`config.mk`:
```
export PLATFORM = sky130hd
export DESIGN_NAME = bj0s_square
export DESIGN_NICKNAME = d
export VERILOG_FILES = /design/src/design/bj0s_pkg.sv /design/src/design/bj0s_square.sv
export SDC_FILE = /design/constraint.sdc
export NUM_CORES = 2
export LEC_CHECK = 0
export BUFFER_PORTS_ARGS = -buffer_cell sky130_fd_sc_hd__buf_2
export CAP_MARGIN = 20
export CORE_UTILIZATION = 45
export CTS_CLUSTER_SIZE = 28
export DETAILED_ROUTE_END_ITERATION = 10
export MAX_ROUTING_LAYER = met4
export PLACE_DENSITY = 0.69
export SETUP_SLACK_MARGIN = 0.05
export SLEW_MARGIN = 20
export SYNTH_ARGS = -nofsm -noshare
export SYNTH_HDL_FRONTEND = slang
export SYNTH_SLANG_ARGS = --single-unit
```
`constraint.sdc`:
```
create_clock -name aclk -period 13 [get_ports aclk]
set_input_delay 0.65 -clock aclk [delete_from_list [all_inputs] [get_ports aclk]]
set_output_delay 0.65 -clock aclk [all_outputs]
set_load 0.02 [all_outputs]
```
`src/design/bj0s_pkg.sv`:
```
// Shared constants, types and arithmetic helpers for the J0 power series pipeline.
`default_nettype none

package bj0s_pkg;

    localparam int MAX_TERMS = 20;
    localparam int TERMS_W   = $clog2(MAX_TERMS);
    localparam int X_W       = 32;
    localparam int Q_W       = 53;
    localparam int MAG_W     = 64;
    localparam int THR_W     = 40;
    localparam int FRAC_BITS = 40;
    localparam int HALF_W    = MAG_W / 2;
    localparam int OUT_TDATA_W = 40;

    localparam logic [THR_W-1:0] THR_RESET = 40'd110;
    localparam logic [MAG_W-1:0] ONE_Q40   = 64'h0000_0100_0000_0000;
    localparam logic [MAG_W-1:0] MAG_MAX   = 64'h7FFF_FFFF_FFFF_FFFF;
    localparam logic signed [MAG_W-1:0] SUM_MAX  = 64'sh7FFF_FFFF_FFFF_FFFF;
    localparam logic signed [MAG_W-1:0] SUM_MIN  = 64'sh8000_0000_0000_0000;
    localparam logic signed [MAG_W-1:0] RND_HALF = 64'sh0000_0000_0000_8000;
    localparam logic signed [MAG_W-1:0] RES_HI   = 64'sh0000_8000_0000_0000;
    localparam logic signed [MAG_W-1:0] RES_LO   = 64'shFFFF_8000_0000_0000;
    localparam logic [X_W-1:0] RES_MAX = 32'h7FFF_FFFF;
    localparam logic [X_W-1:0] RES_MIN = 32'h8000_0000;

    // round(2^40 / k^2), index k; entry 0 unused
    localparam logic [MAG_W-1:0] RECIP_SQ [MAX_TERMS] = '{
        64'd0,
        64'd1099511627776, 64'd274877906944, 64'd122167958642, 64'd68719476736,
        64'd43980465111,   64'd30541989660,  64'd22439012812,  64'd17179869184,
        64'd13574217627,   64'd10995116278,  64'd9086872957,   64'd7635497415,
        64'd6505985963,    64'd5609753203,   64'd4886718346,   64'd4294967296,
        64'd3804538504,    64'd3393554407,   64'd3045738581
    };

    typedef logic [3:0][MAG_W-1:0] bj0s_pp_t;

    typedef struct packed {
        logic             sat;
        logic [MAG_W-1:0] mag;
    } bj0s_mag_t;

    typedef struct packed {
        logic                    sat;
        logic signed [MAG_W-1:0] val;
    } bj0s_sum_t;

    // Work carried down the pipeline for one argument
    typedef struct packed {
        logic [TERMS_W-1:0]      added;
        logic                    done;
        logic                    sat;
        logic signed [MAG_W-1:0] sum;
        logic [Q_W-1:0]          q;
        logic [MAG_W-1:0]        tmag;
        logic                    tsat;
        logic                    tneg;
        logic                    pend;
    } bj0s_pipe_t;

    // 32x32 partial products of a 64x64 unsigned multiply
    function automatic bj0s_pp_t bj0s_partials(input logic [MAG_W-1:0] a,
                                               input logic [MAG_W-1:0] b);
        bj0s_pp_t pp;
        pp[0] = {{HALF_W{1'b0}}, a[HALF_W-1:0]} * {{HALF_W{1'b0}}, b[HALF_W-1:0]};
        pp[1] = {{HALF_W{1'b0}}, a[HALF_W-1:0]} * {{HALF_W{1'b0}}, b[MAG_W-1:HALF_W]};
        pp[2] = {{HALF_W{1'b0}}, a[MAG_W-1:HALF_W]} * {{HALF_W{1'b0}}, b[HALF_W-1:0]};
        pp[3] = {{HALF_W{1'b0}}, a[MAG_W-1:HALF_W]} * {{HALF_W{1'b0}}, b[MAG_W-1:HALF_W]};
        return pp;
    endfunction

    // Sum the partials, take bits above the Q.40 point, saturate to 2^63-1
    function automatic bj0s_mag_t bj0s_combine(input bj0s_pp_t pp);
        logic [2*MAG_W-1:0] prod;
        bj0s_mag_t          r;
        prod = {{MAG_W{1'b0}}, pp[0]}
             + {{HALF_W{1'b0}}, pp[1], {HALF_W{1'b0}}}
             + {{HALF_W{1'b0}}, pp[2], {HALF_W{1'b0}}}
             + {pp[3], {MAG_W{1'b0}}};
        r.sat = |prod[2*MAG_W-1:MAG_W-1+FRAC_BITS];
        r.mag = r.sat ? MAG_MAX : {1'b0, prod[MAG_W-2+FRAC_BITS:FRAC_BITS]};
        return r;
    endfunction

    function automatic bj0s_sum_t bj0s_add_sat(input logic signed [MAG_W-1:0] s,
                                               input logic signed [MAG_W-1:0] t);
        logic signed [MAG_W:0] r;
        bj0s_sum_t             o;
        r = {s[MAG_W-1], s} + {t[MAG_W-1], t};
        o.sat = (r[MAG_W] != r[MAG_W-1]);
        if (o.sat) begin
            o.val = r[MAG_W] ? SUM_MIN : SUM_MAX;
        end else begin
            o.val = r[MAG_W-1:0];
        end
        return o;
    endfunction

    // Add the pending term to the sum and decide on the early stop
    function automatic bj0s_pipe_t bj0s_apply(input bj0s_pipe_t p,
                                              input logic [THR_W-1:0] thr);
        bj0s_pipe_t              o;
        bj0s_sum_t               s;
        logic signed [MAG_W-1:0] t;
        o = p;
        t = p.tneg ? -$signed(p.tmag) : $signed(p.tmag);
        s = bj0s_add_sat(p.sum, t);
        if (p.pend) begin
            o.sum   = s.val;
            o.sat   = p.sat | p.tsat | s.sat;
            o.added = p.added + 1'b1;
            o.done  = (p.tmag < {{(MAG_W-THR_W){1'b0}}, thr});
        end
        o.pend = 1'b0;
        return o;
    endfunction

endpackage

`default_nettype wire

```
`src/design/bj0s_square.sv`:
```
// Entry stage: magnitude of x and q = x*x/4 in Q13.40, series seeded with 1.
`default_nettype none

module bj0s_square (
    input  wire logic                      aclk,
    input  wire logic                      aresetn,
    input  wire logic                      en,
    input  wire logic                      in_valid,
    input  wire logic [bj0s_pkg::X_W-1:0]  x_value,
    output bj0s_pkg::bj0s_pipe_t           out_pipe,
    output logic                           out_valid
);
    import bj0s_pkg::*;

    logic [X_W-1:0]     xmag;
    logic [2*X_W-1:0]   sq;
    bj0s_pipe_t         pipe_next;
    bj0s_pipe_t         pipe_reg;
    logic               valid_reg;

    always_comb begin
        xmag = x_value[X_W-1] ? X_W'(-x_value) : x_value;
        sq   = {{X_W{1'b0}}, xmag} * {{X_W{1'b0}}, xmag};
        pipe_next       = '0;
        pipe_next.sum   = ONE_Q40;
        pipe_next.tmag  = ONE_Q40;
        pipe_next.q     = sq[Q_W+9:10];
    end

    always_ff @(posedge aclk) begin
        if (!aresetn) begin
            valid_reg <= 1'b0;
        end else if (en) begin
            valid_reg <= in_valid;
        end
    end

    always_ff @(posedge aclk) begin
        if (en) begin
            pipe_reg <= pipe_next;
        end
    end

    assign out_pipe  = pipe_reg;
    assign out_valid = valid_reg;

endmodule

`default_nettype wire

```
==> run summary <==
Tmin final -> 10.94 ns
placed cell areas -> 32900 µm²
Starting Density -> 45.8%
gr usage total -> 25.8%
Hold-fix buffers, CTS -> 0
distinct cell type count after synthesis -> 77
Yosys reg bits -> 54
setup TNS -> 0 ns
# setup viols final -> 0
# IOs -> 228
Fmax -> 91.4 MHz
max-cap viol count -> 0
outcome -> finished, final reports clean
Mapped Area -> 31600 µm²
startpoint types -> input port
placer congestion estimate -> 0.981
# DRC -> 0
FFs w/ async S/R, synth -> 0%
crit path capture type -> register
Hold Crit Class -> register to register
Worst-path clk slew -> 0.08 ns
RSZ-0062 raised after global routing -> false
Most common cell on crit path -> fa_1
register area share after synthesis -> 5.10%
CP required -> 13.07 ns
Die W -> 267 µm
Iter 0 DRT Violations -> 1516
crit path DAT -> 11.01 ns
Syn Inst Count -> 3387
critical path class -> input port to register
nets -> 4568
CP peak stage delay -> 0.68 ns
largest net degree at the start of global routing -> 55
root buf cell -> clkbuf_16
top_reg_cell synth -> edfxtp_1
Fin. Hold Viols -> 0
Post-synth EDFFs -> 53
initial antenna violation count -> 1
H-tree levels -> 2
Yosys warnings -> 0
CP max FO -> 17
Final Skew -> 0 ns
period utilisation layout -> 84.2%
Vias -> 22200
die area -> 71300 µm²
synth-to-layout area growth -> 4.50%
Max Root-Sink Buffers -> 2
port bufs -> 89
post-route cell area -> 33000 µm²
Avg Cell Area, Syn -> 9.33 µm²
tightest hold margin -> 0.512 ns
Slew Limit Fails -> 0
wire per inst -> 19.5 µm
Rel. slew slack -> 27.4%
gr ovfl total -> 0
setup bufs post-CTS -> 0
CTS sink cnt -> 54
row count -> 96
worst-skew pair later-pin latency -> 0.30 ns
slowest stage cell on the critical path -> xor2_2
Final ANT Viol Nets -> 0
CP delay by family, top -> adder cells
core area -> 69100 µm²
vias in the first global route -> 23800
drt total wl -> 85500 µm
share of cells above drive strength 1 -> 5.52%
cts repair resizes -> 0
CTS tree -> done
antenna cell count -> 0
Via density -> 5.05
DRT Pass-1 Iters -> 7
number of buffers created by CTS -> 5
pin slew with the least headroom to its limit -> 1.08 ns
global-route wire length before repair -> 134000 µm
crit path buf inv count -> 7
hpwl dp -> 72000 µm
Die Ht -> 267 µm
-- layout by cell type, fill, tap and decap left out, types with 3 or more instances in the layout --
| cell type | count |
|---|---|
| inv_1 | 992 |
| fa_1 | 797 |
| nand2_1 | 296 |
| ha_1 | 277 |
| nor2_1 | 272 |
| conb_1 | 164 |
| buf_2 | 89 |
| a21oi_1 | 70 |
| xnor2_1 | 54 |
| buf_4 | 54 |
| edfxtp_1 | 53 |
| xor2_1 | 47 |
| o21ai_0 | 39 |
| a21o_1 | 36 |
| o21bai_1 | 21 |
| nor3_1 | 14 |
| nand3_1 | 14 |
| nand4_1 | 14 |
| o31ai_1 | 9 |
| a31oi_1 | 9 |
| clkinv_1 | 6 |
| inv_2 | 6 |
| nor2b_1 | 6 |
| and3_1 | 6 |
| o211ai_1 | 6 |
| xnor2_2 | 5 |
| and2_1 | 5 |
| a211oi_1 | 5 |
| a21boi_0 | 5 |
| clkbuf_16 | 5 |
| or4_1 | 4 |
| nand3b_1 | 4 |
| o41ai_1 | 4 |
| o21a_1 | 4 |
| nand2b_1 | 4 |
| nor4_1 | 3 |
| xor2_2 | 3 |
| a311oi_1 | 3 |
-- worst min-delay path: stages (launching register included) --
cell and delay [ns]:
dfxtp_1 0.32, mux2i_1 0.06, nor2b_1 0.09
-- registers in the layout, summed over array words and instances, names as in the netlist --
register	cells
out_pipe	53
out_valid	1
-- kinds of logic (layout without fill, tap and decap cells) --
| family | after synthesis | in the layout | share of synthesized area, % |
|---|---|---|---|
| buffers and inverters | 1246 | 1156 | 16.6 |
| adders and majority gates | 1074 | 1074 | 61.4 |
| and+or+nand+nor | 661 | 661 | 8.70 |
| AOI/OAI and AO/OA | 233 | 233 | 4.83 |
| xor gates and xnor gates | 113 | 113 | 3.21 |
| DFF | 54 | 54 | 5.10 |
| muxes | 4 | 4 | 0.135 |
| other | 2 | 164 | 0.0238 |
-- area by class of cell --
| class | count | area [µm²] |
|---|---|---|
| Multi-Input combinational cell | 2249 | 25500 |
| Inverter | 1005 | 3770 |
| Fill cell | 6591 | 36000 |
| Timing Repair Buffer | 143 | 851 |
| Sequential cell | 54 | 1610 |
| Clock inverter | 2 | 17.5 |
| Tap cell | 931 | 1160 |
| Clock buffer | 6 | 129 |
-- worst paths after layout --
check | from | to | slack (ns) | depth (start not counted)
max | x_value[9] | out_pipe[117] | 2.06 | 32
min | out_valid | out_valid | 0.51 | 2
max reg2reg | out_valid | out_valid | 12.42 | 2
min reg2reg | out_valid | out_valid | 0.51 | 2
-- cells in the mapped netlist (9+ instances only) --
master | number | area [µm²]
clkbuf_1 | 83 | 312
ha_1 | 277 | 3470
a21oi_1 | 70 | 350
fa_1 | 797 | 16000
o31ai_1 | 9 | 67.6
xor2_1 | 50 | 438
edfxtp_1 | 53 | 1590
xnor2_1 | 61 | 534
buf_4 | 141 | 1060
a21o_1 | 36 | 270
buf_2 | 12 | 60.1
nand2_1 | 296 | 1110
o21bai_1 | 21 | 158
nor3_1 | 14 | 70.1
nor2_1 | 272 | 1020
nand4_1 | 14 | 87.6
inv_1 | 992 | 3720
o21ai_0 | 39 | 195
a31oi_1 | 9 | 56.3
nand3_1 | 14 | 70.1
-- per-stage QoR --
step / instances / setup WS [ns] / util, %
global route: 4390 / 1.60 / 47.8
finish: 4390 / 2.06 / 47.8
CTS: 4390 / 2.15 / 47.8
global placement: 4382 / 1.97 / 47.6
detailed placement: 4382 / 1.82 / 47.6
floorplan: 3549 / 3.00 / -
-- layer usage --
layer	GRT usage, %	vias to the layer above	share of wire, %
met5	-	-	0
met4	10.3	0	5.3
met3	4.40	232	8.3
met2	42.9	908	50
met1	31.2	11400	36
li1	-	9680	-
Power is not shown: default switching activity piles up to over one toggle a cycle in this logic, so the estimate is an artifact.
