`config.mk`:
```
export PLATFORM = sky130hd
export DESIGN_NAME = bj0s_round
export DESIGN_NICKNAME = d
export VERILOG_FILES = /design/src/design/bj0s_pkg.sv /design/src/design/bj0s_round.sv
export SDC_FILE = /design/constraint.sdc
export NUM_CORES = 1
export LEC_CHECK = 0
export BUFFER_PORTS_ARGS = -buffer_cell sky130_fd_sc_hd__buf_2
export CORE_MARGIN = 5
export CORE_UTILIZATION = 55
export DETAILED_ROUTE_END_ITERATION = 10
export PLACE_DENSITY = 0.86
export SLEW_MARGIN = 30
export SYNTH_ARGS = -nofsm -noshare
export SYNTH_HDL_FRONTEND = slang
export SYNTH_SLANG_ARGS = --single-unit
```
`constraint.sdc`:
```
create_clock -name aclk -period 11.8 [get_ports aclk]
set_input_delay 1.77 -clock aclk [delete_from_list [all_inputs] [get_ports aclk]]
set_output_delay 1.77 -clock aclk [all_outputs]
set_load 0.02 [all_outputs]
```
`src/design/bj0s_pkg.sv`:
```
// Shared constants, types and arithmetic helpers for the J0 power series pipeline.
`default_nettype none

package bj0s_pkg;

    localparam int MAX_TERMS = 20;
    localparam int TERMS_W   = $clog2(MAX_TERMS);
    localparam int X_W       = 32;
    localparam int Q_W       = 53;
    localparam int MAG_W     = 64;
    localparam int THR_W     = 40;
    localparam int FRAC_BITS = 40;
    localparam int HALF_W    = MAG_W / 2;
    localparam int OUT_TDATA_W = 40;

    localparam logic [THR_W-1:0] THR_RESET = 40'd110;
    localparam logic [MAG_W-1:0] ONE_Q40   = 64'h0000_0100_0000_0000;
    localparam logic [MAG_W-1:0] MAG_MAX   = 64'h7FFF_FFFF_FFFF_FFFF;
    localparam logic signed [MAG_W-1:0] SUM_MAX  = 64'sh7FFF_FFFF_FFFF_FFFF;
    localparam logic signed [MAG_W-1:0] SUM_MIN  = 64'sh8000_0000_0000_0000;
    localparam logic signed [MAG_W-1:0] RND_HALF = 64'sh0000_0000_0000_8000;
    localparam logic signed [MAG_W-1:0] RES_HI   = 64'sh0000_8000_0000_0000;
    localparam logic signed [MAG_W-1:0] RES_LO   = 64'shFFFF_8000_0000_0000;
    localparam logic [X_W-1:0] RES_MAX = 32'h7FFF_FFFF;
    localparam logic [X_W-1:0] RES_MIN = 32'h8000_0000;

    // round(2^40 / k^2), index k; entry 0 unused
    localparam logic [MAG_W-1:0] RECIP_SQ [MAX_TERMS] = '{
        64'd0,
        64'd1099511627776, 64'd274877906944, 64'd122167958642, 64'd68719476736,
        64'd43980465111,   64'd30541989660,  64'd22439012812,  64'd17179869184,
        64'd13574217627,   64'd10995116278,  64'd9086872957,   64'd7635497415,
        64'd6505985963,    64'd5609753203,   64'd4886718346,   64'd4294967296,
        64'd3804538504,    64'd3393554407,   64'd3045738581
    };

    typedef logic [3:0][MAG_W-1:0] bj0s_pp_t;

    typedef struct packed {
        logic             sat;
        logic [MAG_W-1:0] mag;
    } bj0s_mag_t;

    typedef struct packed {
        logic                    sat;
        logic signed [MAG_W-1:0] val;
    } bj0s_sum_t;

    // Work carried down the pipeline for one argument
    typedef struct packed {
        logic [TERMS_W-1:0]      added;
        logic                    done;
        logic                    sat;
        logic signed [MAG_W-1:0] sum;
        logic [Q_W-1:0]          q;
        logic [MAG_W-1:0]        tmag;
        logic                    tsat;
        logic                    tneg;
        logic                    pend;
    } bj0s_pipe_t;

    // 32x32 partial products of a 64x64 unsigned multiply
    function automatic bj0s_pp_t bj0s_partials(input logic [MAG_W-1:0] a,
                                               input logic [MAG_W-1:0] b);
        bj0s_pp_t pp;
        pp[0] = {{HALF_W{1'b0}}, a[HALF_W-1:0]} * {{HALF_W{1'b0}}, b[HALF_W-1:0]};
        pp[1] = {{HALF_W{1'b0}}, a[HALF_W-1:0]} * {{HALF_W{1'b0}}, b[MAG_W-1:HALF_W]};
        pp[2] = {{HALF_W{1'b0}}, a[MAG_W-1:HALF_W]} * {{HALF_W{1'b0}}, b[HALF_W-1:0]};
        pp[3] = {{HALF_W{1'b0}}, a[MAG_W-1:HALF_W]} * {{HALF_W{1'b0}}, b[MAG_W-1:HALF_W]};
        return pp;
    endfunction

    // Sum the partials, take bits above the Q.40 point, saturate to 2^63-1
    function automatic bj0s_mag_t bj0s_combine(input bj0s_pp_t pp);
        logic [2*MAG_W-1:0] prod;
        bj0s_mag_t          r;
        prod = {{MAG_W{1'b0}}, pp[0]}
             + {{HALF_W{1'b0}}, pp[1], {HALF_W{1'b0}}}
             + {{HALF_W{1'b0}}, pp[2], {HALF_W{1'b0}}}
             + {pp[3], {MAG_W{1'b0}}};
        r.sat = |prod[2*MAG_W-1:MAG_W-1+FRAC_BITS];
        r.mag = r.sat ? MAG_MAX : {1'b0, prod[MAG_W-2+FRAC_BITS:FRAC_BITS]};
        return r;
    endfunction

    function automatic bj0s_sum_t bj0s_add_sat(input logic signed [MAG_W-1:0] s,
                                               input logic signed [MAG_W-1:0] t);
        logic signed [MAG_W:0] r;
        bj0s_sum_t             o;
        r = {s[MAG_W-1], s} + {t[MAG_W-1], t};
        o.sat = (r[MAG_W] != r[MAG_W-1]);
        if (o.sat) begin
            o.val = r[MAG_W] ? SUM_MIN : SUM_MAX;
        end else begin
            o.val = r[MAG_W-1:0];
        end
        return o;
    endfunction

    // Add the pending term to the sum and decide on the early stop
    function automatic bj0s_pipe_t bj0s_apply(input bj0s_pipe_t p,
                                              input logic [THR_W-1:0] thr);
        bj0s_pipe_t              o;
        bj0s_sum_t               s;
        logic signed [MAG_W-1:0] t;
        o = p;
        t = p.tneg ? -$signed(p.tmag) : $signed(p.tmag);
        s = bj0s_add_sat(p.sum, t);
        if (p.pend) begin
            o.sum   = s.val;
            o.sat   = p.sat | p.tsat | s.sat;
            o.added = p.added + 1'b1;
            o.done  = (p.tmag < {{(MAG_W-THR_W){1'b0}}, thr});
        end
        o.pend = 1'b0;
        return o;
    endfunction

endpackage

`default_nettype wire

```
`src/design/bj0s_round.sv`:
```
// Final stages: add the last term, round Q24.40 to Q8.24 and hold the result.
`default_nettype none

module bj0s_round (
    input  wire logic                          aclk,
    input  wire logic                          aresetn,
    input  wire logic                          en,
    input  wire logic [bj0s_pkg::THR_W-1:0]    thr,
    input  wire logic                          in_valid,
    input  wire bj0s_pkg::bj0s_pipe_t          in_pipe,
    output logic                               out_valid,
    output logic [bj0s_pkg::X_W-1:0]           j0_value,
    output logic                               saturated,
    output logic [bj0s_pkg::TERMS_W-1:0]       terms_added
);
    import bj0s_pkg::*;

    logic [1:0]          valid_reg;
    bj0s_pipe_t          s1_pipe_reg;
    bj0s_sum_t           rs;
    logic [X_W-1:0]      j0_next, j0_reg;
    logic                sat_next, sat_reg;
    logic [TERMS_W-1:0]  added_reg;

    always_comb begin
        rs       = bj0s_add_sat(s1_pipe_reg.sum, RND_HALF);
        sat_next = s1_pipe_reg.sat | rs.sat;
        if (rs.val >= RES_HI) begin
            sat_next = 1'b1;
            j0_next  = RES_MAX;
        end else if (rs.val < RES_LO) begin
            sat_next = 1'b1;
            j0_next  = RES_MIN;
        end else begin
            j0_next  = rs.val[X_W+15:16];
        end
    end

    always_ff @(posedge aclk) begin
        if (!aresetn) begin
            valid_reg <= '0;
        end else if (en) begin
            valid_reg <= {valid_reg[0], in_valid};
        end
    end

    always_ff @(posedge aclk) begin
        if (en) begin
            s1_pipe_reg <= bj0s_apply(in_pipe, thr);
            j0_reg      <= j0_next;
            sat_reg     <= sat_next;
            added_reg   <= s1_pipe_reg.added;
        end
    end

    assign out_valid   = valid_reg[1];
    assign j0_value    = j0_reg;
    assign saturated   = sat_reg;
    assign terms_added = added_reg;

endmodule

`default_nettype wire

```
==> results.toml <==
[setup_path]
reg2reg_depth = 10
worst_path_largest_cell_delay_ns = 0.68
path_max_fanout = 20
cp_data_required_time_ns = 11.93
critical_path.cell_chain = "buf_2, or4_1, nor3_2, nand2b_1, or3_1, nor2_1, nand2_1, or3_1, o31ai_1, xnor2_1, ha_1, and3_1, nand3_1, nor3_1, or4b_1, o211a_1, o21ai_2, nor2_1, o21ai_0, nand3_1, o2bb2ai_1"
worst_setup_path_start_kind = "input pin"
arrival_ns = 8.09
worst_setup_path_end_kind = "flop"
timing.setup.critical_path_class = "input pin to flop"
critical-path-slowest-cell = "nand3_1"

[cells_and_area]
seq_area_um2 = 2830
layout.nets = 1723
fraction_of_layout_cells_with_a_size_suffix_above_1 = 0.164
area_delta_synth_final_pct = 11.8
area_taken_by_multi_input_logic_gates_um2 = 7430
max_ffs_per_register = 55
fillers = 1745
n_antenna_cell = 0

[synthesis]
ys_async_sr_fraction = 0
synth_ff_type = "edfxtp_1"
syn_area_um2 = 10700
synthesis.instances = 1297
netlist_top_cells_area = "edfxtp_1 26%, xnor2_1 8.6%, ha_1 8.0%"
synth.net_count = 1601
ys_top_cells_by_count = "119 x nand2_1, 109 x a21oi_1, 104 x xnor2_1, 93 x edfxtp_1, 87 x nor2_1"
synth-seq-cells = 95
edff_count_synth = 93
yosys.area.top_type = "edfxtp_1"
yosysTopAreaCellShare = 0.262
yosysWarningCount = 0
synth_area_per_cell_um2 = 8.21
synthDistinctLibCells = 85
post-synth-top-count-cell = "nand2_1"
ys_seq_area_frac = 0.266

[die]
floorplan.rows = 51
design.die.area_um2 = 22300
boundaryPins = 274
start_util = 0.553
die_width_um = 149
fp.dieH_um = 149
core_region_area_um2 = 19300

[clock_tree]
cts.root.buffer_cell = "clkbuf_16"
cts-buffers-inserted = 9
post_cts_resized = 0
cts_tree = "yes"
cts_post_setup_buffers_inserted = 0
ctsLongestPathBuffers = 2
cts_hold_buf = 0
worstSkewPairLatency_ns = 0.34
ctsHtreeMaxLevel = 3
path_clk_slew_ns = 0.06
cts_num_sinks = 95

[sta]
slew_at_the_pin_closest_to_its_max_slew_limit_ns = 0.902
setup_tns_ns = 0
slew-limit-headroom = 0.390
final-setup-viol-count = 0
finalHoldViolCount = 0
min_period_ns = 7.96
finalCritPeriodShare = 0.674
fin_skew_ns = 0.00743
grt_setup_unrepaired = "no"
maxClockFrequency_mhz = 126
pnr_worst_setup_slack_ns = 3.84
slew_violations = 0
holdWs_ns = 0.419

[worst_hold_path]
min_path_type = "flop to flop"
worstHoldPathCells = 0

[grt]
grt_max_degree = 63
antenna_violations_before_repair = 0
grt_remaining_overflow = 0
global_route.usage.total = 0.262
first_pass_grt_wire_length_um = 47700
first_global_vias = 9710

[routing]
dr.pass1.iters = 6
postRouteAntennaNets = 0
wl_per_cell_um = 17.6
drt_first_iter_violations = 953
totalWireLength_um = 29700
post-route-drc-count = 0
detail_route.vias_per_cell = 6.16
routed-via-count = 10400

[run_status]
outcome = "complete, no violations"

[placement]
place.port_buffers = 179
routabilityCongestion = 0.984
pre_cts_ws_ns = 3.66
dpl_hpwl_um = 24700

[flow_run]
max-cap-violations = 0

[power_and_ir_drop]
vdd_drop_max_v = 0.0000695
total_power_uw = 1360
cellLeakagePower_uw = 0.00462
power_density_nw_per_um2 = 114
## metrics by stage
step / std cells / utilization / cell area [um2]
2_1_floorplan: 1297 / - / 10700
3_3_place_gp: 1672 / 0.602 / 11600
3_5_place_dp: 1672 / 0.602 / 11600
4_1_cts: 1688 / 0.616 / 11900
5_1_grt: 1689 / 0.618 / 11900
6_report: 1689 / 0.618 / 11900
## critical path: cells and delay by family
family	cells	cell delay [ns]
xor+xnor	1	0.17
compound gates	5	1.29
fa+ha+maj	1	0.45
buf+inv	1	0.11
simple gates	13	4.31
## cell families (layout without fill, tap and decap cells)
group	Yosys count	in the layout	synth area share
simple gates	477	477	0.235
compound gates	405	405	0.250
xor+xnor	150	150	0.123
flops	95	95	0.266
buf+inv	95	222	0.0373
fa+ha+maj	69	69	0.0817
mux	6	6	0.00587
## power breakdown
group	total, uW	switching (uW)	internal, uW	leakage (uW)
combinational	631	385	247	0.00355
sequential	467	34.2	433	0.000921
clock	262	119	143	0.000140
## cell usage in the layout (no fill, tap or decap), types with 9 or more instances in the layout
| master | instances |
|---|---|
| a211oi_1 | 13 |
| nand4_1 | 35 |
| and3_1 | 17 |
| o2bb2ai_1 | 33 |
| nor2b_1 | 17 |
| or3_1 | 14 |
| ha_1 | 68 |
| o31ai_1 | 20 |
| nand2b_1 | 13 |
| nand2_1 | 119 |
| xor2_1 | 46 |
| edfxtp_1 | 93 |
| inv_1 | 18 |
| and2_1 | 15 |
| nor3_1 | 47 |
| a21o_1 | 42 |
| nand3_1 | 57 |
| o21ai_0 | 75 |
| nor2_1 | 87 |
| a21oi_1 | 109 |
| buf_2 | 178 |
| o21bai_1 | 9 |
| o21ai_1 | 17 |
| xnor2_1 | 104 |
| o211ai_1 | 13 |
| and4_1 | 12 |
| clkbuf_16 | 9 |
## routing by layer
metal  wire length, um  up-vias  track usage
met5                 0        -            0
li1                  -     5141            -
met4               936        0       0.0874
met3              2560       72       0.0270
met1             13400     4735        0.380
met2             12900      462        0.410
## final cells by class
class | count | area share
Clock buffer | 9 | 0.0189
Clock inverter | 7 | 0.00389
Inverter | 19 | 0.00599
Multi-Input combinational cell | 1107 | 0.623
Sequential cell | 95 | 0.238
Tap cell | 265 | 0.0278
Timing Repair Buffer | 187 | 0.0821
## path summary, 6_finish.rpt
| path | startpoint | endpoint | slack, ns |
|---|---|---|---|
| setup reg to reg | s1_pipe_reg[137] | j0_value[24] | 7.76 |
| hold / removal | s1_pipe_reg[188] | terms_added[2] | 0.42 |
| hold reg to reg | s1_pipe_reg[188] | terms_added[2] | 0.42 |
| setup / recovery | in_pipe[12] | s1_pipe_reg[176] | 3.84 |
Note: power is estimated with default switching activity, not from simulation.
